===== config.mk =====
export PLATFORM = sky130hd
export DESIGN_NAME = ptx_out_stage
export DESIGN_NICKNAME = d
export VERILOG_FILES = /design/src/hw/rtl/assert_macros.svh /design/src/hw/rtl/ptx_pkg.sv /design/src/hw/rtl/ptx_out_stage.sv
export SDC_FILE = /design/constraint.sdc
export NUM_CORES = 1
export LEC_CHECK = 0
export BUFFER_PORTS_ARGS = -buffer_cell sky130_fd_sc_hd__buf_2
export CORE_MARGIN = 2
export CORE_UTILIZATION = 37
export DETAILED_ROUTE_END_ITERATION = 8
export SLEW_MARGIN = 40
export SYNTH_ARGS = -nofsm -noshare
export SYNTH_HDL_FRONTEND = slang
export SYNTH_SLANG_ARGS = --single-unit

===== constraint.sdc =====
create_clock -name aclk -period 6.6 [get_ports aclk]
set_input_delay 0.33 -clock aclk [delete_from_list [all_inputs] [get_ports aclk]]
set_output_delay 0.33 -clock aclk [all_outputs]
set_load 0.005 [all_outputs]

===== src/hw/rtl/assert_macros.svh =====
// Assertion macros for the point transform RTL.
// Bodies are empty when SYNTHESIS is defined; needs nothing else.
`ifndef ASSERT_MACROS_SVH
`define ASSERT_MACROS_SVH
`ifndef SYNTHESIS
`define ASSERT_PROP(label, clk, rst_n, prop, msg) \
    label: assert property (@(posedge clk) disable iff (!rst_n) (prop)) else $error(msg);
`define ASSERT_NEVER(label, clk, rst_n, cond, msg) \
    `ASSERT_PROP(label, clk, rst_n, !(cond), msg)
`else
`define ASSERT_PROP(label, clk, rst_n, prop, msg)
`define ASSERT_NEVER(label, clk, rst_n, cond, msg)
`endif
`endif


===== src/hw/rtl/ptx_pkg.sv =====
// Shared types and constants of the 2-D point transform block.
// Depends on nothing; every RTL module imports it.
package ptx_pkg;

    localparam int MODE_BITS      = 2;
    localparam int ANGLE_BITS     = 14;
    localparam int FACTOR_BITS    = 16;
    localparam int CFG_INDEX_BITS = 3;

    typedef enum logic [MODE_BITS-1:0] {
        MODE_ROTATE    = 2'd0,
        MODE_TRANSLATE = 2'd1,
        MODE_SCALE     = 2'd2,
        MODE_PASS      = 2'd3
    } ptx_mode_t;

    localparam logic [CFG_INDEX_BITS-1:0] REG_MODE     = 3'd0;
    localparam logic [CFG_INDEX_BITS-1:0] REG_PIVOT_X  = 3'd1;
    localparam logic [CFG_INDEX_BITS-1:0] REG_PIVOT_Y  = 3'd2;
    localparam logic [CFG_INDEX_BITS-1:0] REG_ANGLE    = 3'd3;
    localparam logic [CFG_INDEX_BITS-1:0] REG_OFFSET_X = 3'd4;
    localparam logic [CFG_INDEX_BITS-1:0] REG_OFFSET_Y = 3'd5;
    localparam logic [CFG_INDEX_BITS-1:0] REG_FACTOR_X = 3'd6;
    localparam logic [CFG_INDEX_BITS-1:0] REG_FACTOR_Y = 3'd7;

    typedef struct packed {
        logic      valid;
        ptx_mode_t mode;
        logic      x_above;
        logic      x_below;
        logic      y_above;
        logic      y_below;
    } ptx_stage_ctrl_t;

    typedef enum logic [1:0] {
        TRIG_IDLE  = 2'd0,
        TRIG_ITER  = 2'd1,
        TRIG_ROUND = 2'd2
    } ptx_trig_state_t;

    // Angles are Q9.4 degrees: a full turn is 360 * 16.
    localparam int ANG_FULL    = 5760;
    localparam int ANG_HALF    = 2880;
    localparam int ANG_QUARTER = 1440;
    localparam int ANGLE_SHIFT = 12;

    localparam int CORDIC_STAGES = 18;
    localparam int CORDIC_FRAC   = 30;
    localparam int ITER_BITS     = 5;
    localparam int XY_BITS       = 33;
    localparam int Z_BITS        = 28;
    localparam logic signed [XY_BITS-1:0] CORDIC_GAIN = 33'sd652032874;

    // Arctangent of 2^-i in degrees, scaled by 2^16.
    function automatic logic signed [Z_BITS-1:0] atan_q16(input logic [ITER_BITS-1:0] idx);
        logic signed [Z_BITS-1:0] r;
        case (idx)
            5'd0:    r = Z_BITS'(2949120);
            5'd1:    r = Z_BITS'(1740968);
            5'd2:    r = Z_BITS'(919880);
            5'd3:    r = Z_BITS'(466945);
            5'd4:    r = Z_BITS'(234378);
            5'd5:    r = Z_BITS'(117303);
            5'd6:    r = Z_BITS'(58666);
            5'd7:    r = Z_BITS'(29335);
            5'd8:    r = Z_BITS'(14668);
            5'd9:    r = Z_BITS'(7334);
            5'd10:   r = Z_BITS'(3667);
            5'd11:   r = Z_BITS'(1833);
            5'd12:   r = Z_BITS'(917);
            5'd13:   r = Z_BITS'(458);
            5'd14:   r = Z_BITS'(229);
            5'd15:   r = Z_BITS'(115);
            5'd16:   r = Z_BITS'(57);
            5'd17:   r = Z_BITS'(29);
            default: r = '0;
        endcase
        return r;
    endfunction

endpackage


===== src/hw/rtl/ptx_out_stage.sv =====
// Result stage: rounds, selects by mode, saturates and holds the result.
// Fed by ptx_mul_stage; uses ptx_pkg for the mode and stage control types.
module ptx_out_stage #(
    parameter int COORD_BITS     = 24,
    parameter int TRIG_FRAC_BITS = 15
) (
    input  logic                                        aclk,
    input  logic                                        aresetn,
    input  ptx_pkg::ptx_stage_ctrl_t                    prod_ctrl,
    input  logic signed [COORD_BITS+TRIG_FRAC_BITS+2:0] rot_xc,
    input  logic signed [COORD_BITS+TRIG_FRAC_BITS+2:0] rot_ys,
    input  logic signed [COORD_BITS+TRIG_FRAC_BITS+2:0] rot_xs,
    input  logic signed [COORD_BITS+TRIG_FRAC_BITS+2:0] rot_yc,
    input  logic [COORD_BITS+ptx_pkg::FACTOR_BITS:0]    scl_x,
    input  logic [COORD_BITS+ptx_pkg::FACTOR_BITS:0]    scl_y,
    input  logic signed [COORD_BITS:0]                  trn_x,
    input  logic signed [COORD_BITS:0]                  trn_y,
    input  logic signed [COORD_BITS-1:0]                pass_x,
    input  logic signed [COORD_BITS-1:0]                pass_y,
    input  logic signed [COORD_BITS-1:0]                pivot_x,
    input  logic signed [COORD_BITS-1:0]                pivot_y,
    output logic                                        out_room,
    output logic                                        m_valid,
    input  logic                                        m_ready,
    output logic signed [COORD_BITS-1:0]                m_out_x,
    output logic signed [COORD_BITS-1:0]                m_out_y,
    output logic                                        m_clipped
);
    import ptx_pkg::*;

    localparam int CB = COORD_BITS;
    localparam int PW = COORD_BITS + TRIG_FRAC_BITS + 3;
    localparam int SW = COORD_BITS + FACTOR_BITS + 1;
    localparam int MW = SW - 7;
    localparam int WW = COORD_BITS + 12;
    localparam logic signed [PW:0] ROT_HALF =
        {{(PW+1-TRIG_FRAC_BITS){1'b0}}, 1'b1, {(TRIG_FRAC_BITS-1){1'b0}}};
    localparam logic [SW:0] SCL_HALF = (SW+1)'(128);
    localparam logic signed [WW-1:0] HI_W = {{(WW-CB+1){1'b0}}, {(CB-1){1'b1}}};
    localparam logic signed [WW-1:0] LO_W = ~HI_W;

    logic m_valid_reg;
    logic signed [CB-1:0] m_x_reg, m_y_reg;
    logic m_clip_reg;

    logic signed [PW:0] rsum_x, rsum_y, rshift_x, rshift_y;
    logic signed [WW-1:0] rot_x, rot_y, res_x, res_y;
    logic [CB:0] sat_x, sat_y;

    function automatic logic signed [WW-1:0] sext_coord(input logic signed [CB-1:0] v);
        return {{(WW-CB){v[CB-1]}}, v};
    endfunction

    function automatic logic signed [WW-1:0] scale_axis(input logic signed [CB-1:0] p,
                                                        input logic [SW-1:0] prod,
                                                        input logic above,
                                                        input logic below);
        logic [SW:0] rounded;
        logic signed [WW-1:0] m;
        logic signed [WW-1:0] r;
        rounded = {1'b0, prod} + SCL_HALF;
        m = {{(WW-MW){1'b0}}, rounded[SW:8]};
        if (above) begin
            r = sext_coord(p) + m;
        end else if (below) begin
            r = sext_coord(p) - m;
        end else begin
            r = sext_coord(p);
        end
        return r;
    endfunction

    function automatic logic [CB:0] sat_coord(input logic signed [WW-1:0] v);
        logic [CB:0] r;
        if (v > HI_W) begin
            r = {1'b1, HI_W[CB-1:0]};
        end else if (v < LO_W) begin
            r = {1'b1, LO_W[CB-1:0]};
        end else begin
            r = {1'b0, v[CB-1:0]};
        end
        return r;
    endfunction

    assign out_room = !m_valid_reg || m_ready;

    always_comb begin
        rsum_x   = {rot_xc[PW-1], rot_xc} - {rot_ys[PW-1], rot_ys} + ROT_HALF;
        rsum_y   = {rot_xs[PW-1], rot_xs} + {rot_yc[PW-1], rot_yc} + ROT_HALF;
        rshift_x = rsum_x >>> TRIG_FRAC_BITS;
        rshift_y = rsum_y >>> TRIG_FRAC_BITS;
        rot_x    = rshift_x[WW-1:0] + sext_coord(pivot_x);
        rot_y    = rshift_y[WW-1:0] + sext_coord(pivot_y);
        case (prod_ctrl.mode)
            MODE_ROTATE: begin
                res_x = rot_x;
                res_y = rot_y;
            end
            MODE_TRANSLATE: begin
                res_x = {{(WW-CB-1){trn_x[CB]}}, trn_x};
                res_y = {{(WW-CB-1){trn_y[CB]}}, trn_y};
            end
            MODE_SCALE: begin
                res_x = scale_axis(pivot_x, scl_x, prod_ctrl.x_above, prod_ctrl.x_below);
                res_y = scale_axis(pivot_y, scl_y, prod_ctrl.y_above, prod_ctrl.y_below);
            end
            default: begin
                res_x = sext_coord(pass_x);
                res_y = sext_coord(pass_y);
            end
        endcase
        sat_x = sat_coord(res_x);
        sat_y = sat_coord(res_y);
    end

    always_ff @(posedge aclk) begin
        if (!aresetn) begin
            m_valid_reg <= 1'b0;
        end else if (out_room) begin
            m_valid_reg <= prod_ctrl.valid;
        end
    end

    always_ff @(posedge aclk) begin
        if (out_room && prod_ctrl.valid) begin
            m_x_reg    <= sat_x[CB-1:0];
            m_y_reg    <= sat_y[CB-1:0];
            m_clip_reg <= sat_x[CB] | sat_y[CB];
        end
    end

    assign m_valid   = m_valid_reg;
    assign m_out_x   = m_x_reg;
    assign m_out_y   = m_y_reg;
    assign m_clipped = m_clip_reg;

endmodule


==> run_results.csv <==
group,metric,value,unit
pwr,power.leakage,12.1,nW
timing,slew_viol_final,0,
timing,final.setup.tns,0,ps
place,gp_congestion,0.990,
route,wire_per_inst,19.8,µm
synth,ys_types,99,
min_path,hp-class,"input port to flop",
setup_path,critPathLaunchType,"input port",
setup_path,crit_fanout,4,
setup_path,crit_type,"input port to flop",
clock_network,cts_sinks,50,
pwr,ir_drop,105,µV
clock_network,hold_buffers,0,
floorplan,die_h,239,µm
global_routing,first_global_vias,21882,
finish,area_growth,21.6,%
route,wirelength,80200,µm
timing,setup_violations,0,
finish,final_area,25000,µm²
floorplan,rows,86,
synth,netlist_instances,2786,
route,drtIter0Drc,2013,
clock_network,cts_buffers,5,
timing,worst-slew-pin-transition,824,ps
route,vias,23404,
synth,ys_seq_area_frac,0.0727,
setup_path,arrival,6620,ps
timing,holdWs,246,ps
clock_network,cts_tree,"done",
floorplan,die_area,57300,µm²
synth,synth_edf_count,49,
clock_network,cts_max_path_buffers,2,
timing,finalCritPeriodShare,0.991,
place,dp_hpwl,66700,µm
synth,syn_area_per_cell,7.36,µm²
setup_path,slowest_delay,520,ps
synth,netlist_area,20500,µm²
timing,fmax,153,MHz
finish,regArea,1490,µm²
timing,hold_viol_final,0,
floorplan,fp.coreArea,55000,µm²
global_routing,grt_first_pass_wirelength,121000,µm
status,status,"finished clean",
timing,fin_skew,7.04,ps
timing,period_minus_slack,6540,ps
place,placed_cell_area,24500,µm²
clock_network,cts_max_level,2,
floorplan,die_w,239,µm
synth,syn_nets,3560,
pwr,powerDensity,161,nW/µm²
clock_network,insertion_delay,320,ps
timing,slew_headroom,0.446,
floorplan,start_util,0.373,
route,firstDrtPassIters,7,
synth,synth-seq-cells,50,
route,ant_nets,0,
synth,async_flop_share,0,
global_routing,grt_usage,0.269,
route,drc,0,
global_routing,antenna_found_initial,9,
finish,final_nets,4074,
setup_path,cpMaxStageDelayCell,"or4b_1",
job,cap_violations,0,
floorplan,io_pins,457,
clock_network,root_buffer,"clkbuf_16",
place,portBuffers,442,
finish,multi_input_area,17900,µm²
global_routing,grt_max_degree,50,
setup_path,critPathTopFamily,"compound AO/OA/AOI/OAI gates",
setup_path,worst_ep_required_time,6670,ps
setup_path,cp.buffers_inverters,3,
route,viasPerCell,5.77,
clock_network,cts.reportedPaths.clkPinSlew,90,ps
global_routing,overflow,0,
finish,fill_cells,5728,
synth,yosys_most_used_dff,"edfxtp_1",
timing,rsz0062_at_grt,"true",
synth,synth_warnings,0,
setup_path,cp-end-kind,"flop",
finish,layout-drive-gt1-share,0.231,
-- layer usage --
metal	share of wire	track usage	up-vias
met3	0.070	0.0239	139
met2	0.48	0.472	1009
met4	0.031	0.0860	6
met1	0.42	0.347	10894
met5	0.00044	0	-
li1	-	-	11356
-- cell usage in the layout (no fill, tap or decap), drive strengths merged, types with 12 or more instances in the layout --
cell and instances:
a31oi 36, xor2 65, buf 614, nand4 34
nand3 69, a22oi 13, a21o 89, a311oi 16
nand2b 42, nor2b 40, nand2 180, a21oi 284
inv 232, a31o 12, o21a 35, nor3 56
ha 362, and3 56, o21ai 170, o22ai 37
and2 20, xnor2 129, edfxtp 49, mux4 35
o21bai 34, a211oi 27, o211ai 28, o31ai 26
nor4 20, mux2i 25, or2 18, nor2 243
-- cells by family (layout without fill, tap and decap cells) --
family,count (synthesis),count (layout),synth area share
other cells,0,7,0
xor+xnor,194,194,0.0828
mux,67,67,0.0545
compound gates,946,946,0.304
simple gates,822,822,0.195
flops,50,50,0.0727
fa+ha+maj,368,368,0.227
buf+inv,339,854,0.0638
-- final cells by class --
| cell class | count | share of cell area |
|---|---|---|
| clock buffer | 5 | 0.00501 |
| clock inverter | 3 | 0.00115 |
| multi-input combinational | 2397 | 0.719 |
| timing repair buffer | 614 | 0.142 |
| tap | 748 | 0.0375 |
| antenna | 7 | 0.000702 |
| sequential | 50 | 0.0598 |
| inverter | 232 | 0.0349 |
-- path summary, 6_finish.rpt --
path | startpoint | end | slack, ps | cells after the start
max | rot_ys[9] | m_clipped | 60 | 30
max reg2reg | m_valid | m_out_y[21] | 5010 | 3
min reg2reg | m_valid | m_valid | 550 | 2
min | aresetn | m_valid | 250 | 2
-- per-stage QoR --
step | worst slack (ps) | power, mW | std cells | util
floorplan | 79.3 | 2.42 | 2786 | -
global placement | -435 | 3.56 | 4029 | 0.445
detailed placement | -543 | 3.57 | 4029 | 0.445
CTS | 24.9 | 3.91 | 4038 | 0.448
global route | -221 | 4.33 | 4053 | 0.454
finish | 57.3 | 4.01 | 4056 | 0.454
-- power by group --
part	switching, mW	leakage [nW]	internal (mW)
clock network	0.169	0.0759	0.146
logic	1.82	11.5	1.45
registers	0.0182	0.471	0.408
total	2.00	12.1	2.01
-- synth_stat cells, types with 37 or more instances --
library cell / number / area share
a21oi_1: 283 / 0.069
xnor2_1: 129 / 0.055
o22ai_1: 37 / 0.011
xor2_1: 65 / 0.028
nor3_1: 56 / 0.014
clkbuf_1: 71 / 0.013
nand3_1: 69 / 0.017
and3_1: 56 / 0.017
a21o_1: 89 / 0.033
ha_1: 362 / 0.22
inv_1: 226 / 0.041
nor2_1: 243 / 0.044
nand2_1: 180 / 0.033
nand2b_1: 42 / 0.013
edfxtp_1: 49 / 0.072
nor2b_1: 40 / 0.012
o21ai_0: 159 / 0.039
-- what timing repair did --
item | 4_1_cts | 5_1_grt
setup buffers | 1 | 11
gates resized for setup | 7 | 43
cloned | 0 | 0
pin swaps | 4 | 42
endpoints found under the setup margin | 24 | 47
Note: power is estimated with default switching activity, not from simulation.
