--- src/hw/rtl/assert_macros.svh ---
// Assertion macros for the point transform RTL.
// Bodies are empty when SYNTHESIS is defined; needs nothing else.
`ifndef ASSERT_MACROS_SVH
`define ASSERT_MACROS_SVH
`ifndef SYNTHESIS
`define ASSERT_PROP(label, clk, rst_n, prop, msg) \
    label: assert property (@(posedge clk) disable iff (!rst_n) (prop)) else $error(msg);
`define ASSERT_NEVER(label, clk, rst_n, cond, msg) \
    `ASSERT_PROP(label, clk, rst_n, !(cond), msg)
`else
`define ASSERT_PROP(label, clk, rst_n, prop, msg)
`define ASSERT_NEVER(label, clk, rst_n, cond, msg)
`endif
`endif

--- src/hw/rtl/ptx_pkg.sv ---
// Shared types and constants of the 2-D point transform block.
// Depends on nothing; every RTL module imports it.
package ptx_pkg;

    localparam int MODE_BITS      = 2;
    localparam int ANGLE_BITS     = 14;
    localparam int FACTOR_BITS    = 16;
    localparam int CFG_INDEX_BITS = 3;

    typedef enum logic [MODE_BITS-1:0] {
        MODE_ROTATE    = 2'd0,
        MODE_TRANSLATE = 2'd1,
        MODE_SCALE     = 2'd2,
        MODE_PASS      = 2'd3
    } ptx_mode_t;

    localparam logic [CFG_INDEX_BITS-1:0] REG_MODE     = 3'd0;
    localparam logic [CFG_INDEX_BITS-1:0] REG_PIVOT_X  = 3'd1;
    localparam logic [CFG_INDEX_BITS-1:0] REG_PIVOT_Y  = 3'd2;
    localparam logic [CFG_INDEX_BITS-1:0] REG_ANGLE    = 3'd3;
    localparam logic [CFG_INDEX_BITS-1:0] REG_OFFSET_X = 3'd4;
    localparam logic [CFG_INDEX_BITS-1:0] REG_OFFSET_Y = 3'd5;
    localparam logic [CFG_INDEX_BITS-1:0] REG_FACTOR_X = 3'd6;
    localparam logic [CFG_INDEX_BITS-1:0] REG_FACTOR_Y = 3'd7;

    typedef struct packed {
        logic      valid;
        ptx_mode_t mode;
        logic      x_above;
        logic      x_below;
        logic      y_above;
        logic      y_below;
    } ptx_stage_ctrl_t;

    typedef enum logic [1:0] {
        TRIG_IDLE  = 2'd0,
        TRIG_ITER  = 2'd1,
        TRIG_ROUND = 2'd2
    } ptx_trig_state_t;

    // Angles are Q9.4 degrees: a full turn is 360 * 16.
    localparam int ANG_FULL    = 5760;
    localparam int ANG_HALF    = 2880;
    localparam int ANG_QUARTER = 1440;
    localparam int ANGLE_SHIFT = 12;

    localparam int CORDIC_STAGES = 18;
    localparam int CORDIC_FRAC   = 30;
    localparam int ITER_BITS     = 5;
    localparam int XY_BITS       = 33;
    localparam int Z_BITS        = 28;
    localparam logic signed [XY_BITS-1:0] CORDIC_GAIN = 33'sd652032874;

    // Arctangent of 2^-i in degrees, scaled by 2^16.
    function automatic logic signed [Z_BITS-1:0] atan_q16(input logic [ITER_BITS-1:0] idx);
        logic signed [Z_BITS-1:0] r;
        case (idx)
            5'd0:    r = Z_BITS'(2949120);
            5'd1:    r = Z_BITS'(1740968);
            5'd2:    r = Z_BITS'(919880);
            5'd3:    r = Z_BITS'(466945);
            5'd4:    r = Z_BITS'(234378);
            5'd5:    r = Z_BITS'(117303);
            5'd6:    r = Z_BITS'(58666);
            5'd7:    r = Z_BITS'(29335);
            5'd8:    r = Z_BITS'(14668);
            5'd9:    r = Z_BITS'(7334);
            5'd10:   r = Z_BITS'(3667);
            5'd11:   r = Z_BITS'(1833);
            5'd12:   r = Z_BITS'(917);
            5'd13:   r = Z_BITS'(458);
            5'd14:   r = Z_BITS'(229);
            5'd15:   r = Z_BITS'(115);
            5'd16:   r = Z_BITS'(57);
            5'd17:   r = Z_BITS'(29);
            default: r = '0;
        endcase
        return r;
    endfunction

endpackage

--- src/hw/rtl/ptx_trig.sv ---
// Iterative CORDIC that forms sine and cosine from the rotation angle.
// Uses ptx_pkg for the angle constants, arctangent table and state type.
module ptx_trig #(
    parameter int TRIG_FRAC_BITS = 15
) (
    input  logic                                 aclk,
    input  logic                                 aresetn,
    input  logic                                 start,
    input  logic [ptx_pkg::ANGLE_BITS-1:0]       angle,
    output logic signed [TRIG_FRAC_BITS+1:0]     sine,
    output logic signed [TRIG_FRAC_BITS+1:0]     cosine,
    output logic                                 busy
);
    import ptx_pkg::*;

    localparam int TW    = TRIG_FRAC_BITS + 2;
    localparam int SHIFT = CORDIC_FRAC - TRIG_FRAC_BITS;
    localparam int RW    = XY_BITS + 1;
    localparam logic signed [RW-1:0] ROUND_HALF =
        {{(RW-SHIFT){1'b0}}, 1'b1, {(SHIFT-1){1'b0}}};
    localparam logic signed [RW-1:0] ONE_R =
        {{(RW-TRIG_FRAC_BITS-1){1'b0}}, 1'b1, {TRIG_FRAC_BITS{1'b0}}};
    localparam logic signed [TW-1:0] ONE_T = {2'b01, {TRIG_FRAC_BITS{1'b0}}};

    ptx_trig_state_t state_reg, state_next;
    logic [ITER_BITS-1:0] iter_reg;
    logic signed [XY_BITS-1:0] x_reg, y_reg;
    logic signed [Z_BITS-1:0] z_reg;
    logic flip_reg;
    logic signed [TW-1:0] sine_reg, cosine_reg;

    logic do_step, do_round;
    logic signed [ANGLE_BITS:0] ang_wide, ang_mod, ang_half, ang_fold;
    logic fold_flip;
    logic signed [Z_BITS-1:0] z_load, z_step;
    logic signed [XY_BITS-1:0] x_shift, y_shift, x_step, y_step;

    function automatic logic signed [TW-1:0] trig_round(input logic signed [XY_BITS-1:0] v,
                                                        input logic flip);
        logic signed [RW-1:0] w;
        logic signed [TW-1:0] r;
        w = ($signed({v[XY_BITS-1], v}) + ROUND_HALF) >>> SHIFT;
        if (w > ONE_R) begin
            r = ONE_T;
        end else if (w < -ONE_R) begin
            r = -ONE_T;
        end else begin
            r = w[TW-1:0];
        end
        if (flip) begin
            r = -r;
        end
        return r;
    endfunction

    // Reduce the angle to [-180, 180) and fold it into [-90, 90].
    always_comb begin
        ang_wide = {angle[ANGLE_BITS-1], angle};
        if (ang_wide < -ANG_FULL) begin
            ang_mod = (ANGLE_BITS+1)'(ang_wide + 2 * ANG_FULL);
        end else if (ang_wide < 0) begin
            ang_mod = (ANGLE_BITS+1)'(ang_wide + ANG_FULL);
        end else if (ang_wide >= ANG_FULL) begin
            ang_mod = (ANGLE_BITS+1)'(ang_wide - ANG_FULL);
        end else begin
            ang_mod = ang_wide;
        end
        if (ang_mod >= ANG_HALF) begin
            ang_half = (ANGLE_BITS+1)'(ang_mod - ANG_FULL);
        end else begin
            ang_half = ang_mod;
        end
        fold_flip = 1'b0;
        if (ang_half > ANG_QUARTER) begin
            ang_fold  = (ANGLE_BITS+1)'(ang_half - ANG_HALF);
            fold_flip = 1'b1;
        end else if (ang_half < -ANG_QUARTER) begin
            ang_fold  = (ANGLE_BITS+1)'(ang_half + ANG_HALF);
            fold_flip = 1'b1;
        end else begin
            ang_fold = ang_half;
        end
        z_load = {{(Z_BITS-ANGLE_BITS-1-ANGLE_SHIFT){ang_fold[ANGLE_BITS]}}, ang_fold,
                  {ANGLE_SHIFT{1'b0}}};
    end

    always_comb begin
        x_shift = x_reg >>> iter_reg;
        y_shift = y_reg >>> iter_reg;
        if (!z_reg[Z_BITS-1]) begin
            x_step = x_reg - y_shift;
            y_step = y_reg + x_shift;
            z_step = z_reg - atan_q16(iter_reg);
        end else begin
            x_step = x_reg + y_shift;
            y_step = y_reg - x_shift;
            z_step = z_reg + atan_q16(iter_reg);
        end
    end

    always_comb begin
        state_next = state_reg;
        case (state_reg)
            TRIG_IDLE: begin
                if (start) begin
                    state_next = TRIG_ITER;
                end
            end
            TRIG_ITER: begin
                if (start) begin
                    state_next = TRIG_ITER;
                end else if (iter_reg == ITER_BITS'(CORDIC_STAGES - 1)) begin
                    state_next = TRIG_ROUND;
                end
            end
            TRIG_ROUND: begin
                if (start) begin
                    state_next = TRIG_ITER;
                end else begin
                    state_next = TRIG_IDLE;
                end
            end
            default: state_next = TRIG_IDLE;
        endcase
    end

    always_comb begin
        busy     = 1'b1;
        do_step  = 1'b0;
        do_round = 1'b0;
        case (state_reg)
            TRIG_IDLE:  busy     = 1'b0;
            TRIG_ITER:  do_step  = 1'b1;
            TRIG_ROUND: do_round = 1'b1;
            default:    busy     = 1'b0;
        endcase
    end

    always_ff @(posedge aclk) begin
        if (!aresetn) begin
            state_reg  <= TRIG_IDLE;
            iter_reg   <= '0;
            sine_reg   <= '0;
            cosine_reg <= ONE_T;
        end else begin
            state_reg <= state_next;
            if (start) begin
                iter_reg <= '0;
            end else if (do_step) begin
                iter_reg <= iter_reg + ITER_BITS'(1);
            end
            if (do_round && !start) begin
                sine_reg   <= trig_round(y_reg, flip_reg);
                cosine_reg <= trig_round(x_reg, flip_reg);
            end
        end
    end

    always_ff @(posedge aclk) begin
        if (start) begin
            x_reg    <= CORDIC_GAIN;
            y_reg    <= '0;
            z_reg    <= z_load;
            flip_reg <= fold_flip;
        end else if (do_step) begin
            x_reg <= x_step;
            y_reg <= y_step;
            z_reg <= z_step;
        end
    end

    assign sine   = sine_reg;
    assign cosine = cosine_reg;

endmodule

--- config.mk ---
export PLATFORM = sky130hd
export DESIGN_NAME = ptx_trig
export DESIGN_NICKNAME = d
export VERILOG_FILES = /design/src/hw/rtl/assert_macros.svh /design/src/hw/rtl/ptx_pkg.sv /design/src/hw/rtl/ptx_trig.sv
export SDC_FILE = /design/constraint.sdc
export NUM_CORES = 1
export LEC_CHECK = 0
export ABC_AREA = 1
export BUFFER_PORTS_ARGS = -buffer_cell sky130_fd_sc_hd__buf_2
export CAP_MARGIN = 25
export CORE_MARGIN = 2
export CORE_UTILIZATION = 31
export DETAILED_ROUTE_END_ITERATION = 16
export SKIP_CTS_REPAIR_TIMING = 1
export SYNTH_ARGS = -nofsm -noshare
export SYNTH_HDL_FRONTEND = slang
export SYNTH_SLANG_ARGS = --single-unit
--- constraint.sdc ---
create_clock -name aclk -period 5 [get_ports aclk]
set_clock_uncertainty 0.2 [all_clocks]
set_input_delay 1 -clock aclk [delete_from_list [all_inputs] [get_ports aclk]]
set_output_delay 1 -clock aclk [all_outputs]
set_load 0.01 [all_outputs]
==> results.cfg <==
[outcome]
run_status = complete, but fails checks
failed_checks = setup timing

[floorplan]
design.die.area_um2 = 62670
core_um2 = 60130
std_cell_rows = 90
die_x_extent_um = 250.3
num_io_pins = 52
initial_core_util = 0.3128
die_h_um = 250.3

[power]
intPower_uw = 8266
power.density_nw_per_um2 = 670.9
combPwrFrac = 0.808
peakVddDrop_mv = 0.3484
share_seq_of_total_power = 0.108
power.leakage_uw = 0.01220
p_clk_frac = 0.084
netSwitchingPower_uw = 8279
power.switching_fraction = 0.5004

[synth]
synth_enable_flop_cells = 17
synthesis.area_um2 = 18810
synth_top_area_share = 0.1590
yosys_most_used_dff = dfxtp_1
synth.cells.most_frequent = nand2_1 (797), inv_1 (362), nor2_1 (305)
ys_seq_elements = 158
synth_fp_nets = 3281
fraction_of_the_yosys_area_taken_by_sequential_cells = 0.1772
leading_cell_type_by_number_of_instances_after_synthesis = nand2_1
yosys.area.top_type = nand2_1
yosys-top-cells-area = nand2_1 (16%), dfxtp_1 (15%), ha_1 (8.0%)
syn-mean-instance-area_um2 = 5.991
synth_cells = 3140
synthesis.yosys.warnings = 0
yosys.cell_types.count = 69
async_reset_ff_frac = 0

[cells_and_area]
layout-drive-gt1-share = 0.2325
area_growth_pct = 31.10
fillCellCount = 6470
seq_area_um2 = 3339
n_antenna_cell = 0
multi_input_comb_area_um2 = 14270
finalInstanceArea_um2 = 24660
finalNetCount = 3702

[clocking]
clk_transition_reported_paths_ns = 0.07
cts.sink_count = 158
ctsRootBufferMaster = clkbuf_16
cts-htree-levels = 4
cts_tree = built
tritoncts.num_buffers = 17
cts-root-to-sink-buffers = 2
clk-insertion-delay-late_ns = 0.47

[placed_design]
dp.final_hpwl_um = 50580
port-buffer-count = 51
placed_area_um2 = 22840
final_weighted_congestion_in_routability_driven_placement = 0.9395
dpl_worst_slack_ns = -0.4444

[timing]
setup_viol = 6
setup_repair_after_global_routing_missed_its_margin = true
fin_ws_ns = -0.1427
slew_headroom = 0.3957
timing_worst_slew_pin_value_ns = 0.9064
drv_slew = 0
final_hold_violation_count = 0
final.period_utilization = 1.029
maximum_operating_frequency_mhz = 194.4
period_minus_slack_ns = 5.143
setup-tns-final_ns = -0.4563

[worst_setup_path]
cp_common_cell = nand2_1
kind_of_cell_with_the_highest_combined_delay_on_the_critical_path = simple AND/OR/NAND/NOR gates
reg_to_reg_critical_path_startpoint = iter_reg[0]
critical_path_class = reg2reg
timing.critical_path.buf_inv = 5
worst_setup_path_startpoint = iter_reg[0]
worst_ep_arrival_time_ns = 5.35
cp_slowest_stage_delay_ns = 0.38
cp_slowest_cell = dfxtp_4
startpoint_type = register
highest_fanout_seen_on_the_critical_path = 14
critPathRequiredTime_ns = 5.21
setup.worst_path.end_class = register

[worst_hold_path]
startpoint_of_the_most_critical_hold_path = z_reg[5]
hp-class = reg2reg

[global_route]
grt_start_max_net_pins = 65
first_global_vias = 19596
global_route_usage_over_all_layers = 0.1970
grt_first_pass_wirelength_um = 100900
overflow = 0
grt_antenna_before_repair = 0

[route]
drt_first_iter_violations = 1475
wl_per_cell_um = 14.88
finalWirelength_um = 64840
post-route-drc-count = 0
post_drt_via_cell_ratio = 4.960
dr_total_vias = 21605
drt_first_pass_iters = 5
ant_nets = 0

[flow_run]
drv.max_cap_violation_count = 0
[area by class of cell]
cell class | instances | area share
clock buffers | 19 | 0.01882
clock inverters | 13 | 0.005835
inverters | 387 | 0.05891
multi-input cells | 2481 | 0.5785
flip-flops and latches | 158 | 0.1354
well taps | 782 | 0.03968
repair buffers | 516 | 0.1628
[cell families after synthesis]
| logic type | synth area share |
|---|---|
| and+or+nand+nor | 0.3291 |
| AOI/OAI and AO/OA | 0.2196 |
| muxes | 0.02288 |
| buffers and inverters | 0.1071 |
| adders and majority gates | 0.08368 |
| DFF | 0.1772 |
| xor gates and xnor gates | 0.06046 |
[layout by cell type, fill, tap and decap left out, types with 5 or more instances in the layout]
cell type / synthesis / routed
a21oi_1: 202 / 172
and2_1: 8 / 6
a21o_1: 7 / 7
nand3_1: 151 / 145
nor2_2: 13 / 14
or2_1: 14 / 14
buf_6: 9 / 5
dfxtp_1: 141 / 138
nand2_4: 9 / 12
nor4_1: 11 / 9
nand4_1: 42 / 42
o21ai_1: 70 / 108
mux2i_2: 0 / 7
o21ai_0: 292 / 214
clkbuf_16: 0 / 22
o22ai_1: 49 / 46
buf_4: 11 / 441
mux2i_1: 43 / 34
xnor2_1: 34 / 33
a32o_1: 6 / 6
o211ai_1: 33 / 33
nand3_2: 4 / 8
nand2_1: 797 / 768
nor2_4: 2 / 12
nor2_1: 305 / 294
inv_1: 362 / 358
or2_2: 26 / 25
a31oi_1: 14 / 11
edfxtp_1: 17 / 17
inv_2: 22 / 26
a21oi_2: 2 / 31
o21ai_2: 4 / 41
o21a_1: 9 / 9
xor2_1: 94 / 91
buf_12: 0 / 11
o21bai_1: 10 / 10
nor3_1: 26 / 25
nand2_2: 21 / 47
ha_1: 121 / 114
buf_2: 20 / 51
[power groups by stage]
stage	clock network, uW	registers (uW)	logic [uW]
global placement	0	1810	11900
floorplan	0	1780	6970
detailed placement	0	1810	11900
global route	1470	1820	14800
CTS	1420	1780	12000
finish	1390	1790	13400
[path summary, 6_finish.rpt]
path | endpoint | slack (ns) | cells past startpoint
setup / recovery | x_reg[32] | -0.14 | 33
setup reg to reg | x_reg[32] | -0.14 | 33
hold / removal | z_reg[5] | 0.27 | 2
hold reg to reg | z_reg[5] | 0.27 | 2
[tightest hold or removal path, stage by stage, from the launching register on]
cell and delay [ns]:
dfxtp_1 0.33, nand2_1 0.05, o21ai_0 0.06
[routing by layer]
metal / part of all wire / routed length, um / track usage / vias to the layer above
met5: 0 / 0 / 0 / -
met4: 0.013 / 812 / 0.03695 / 0
met3: 0.046 / 2955 / 0.02047 / 48
met2: 0.46 / 29900 / 0.3333 / 481
met1: 0.48 / 31170 / 0.2718 / 9820
li1: - / - / - / 11256
[per-stage QoR]
stage          hold slack (ns)    util  total power [uW]  std cells
2_1_floorplan           0.2325       -              8751       3140
3_3_place_gp            0.2514  0.3799             13670       4289
3_5_place_dp            0.2562  0.3799             13690       4289
4_1_cts                 0.2692  0.3900             15150       4321
5_1_grt                 0.2881  0.4101             18050       4356
6_report                0.2701  0.4101             16540       4356
Power figures use the tool's default switching activity.
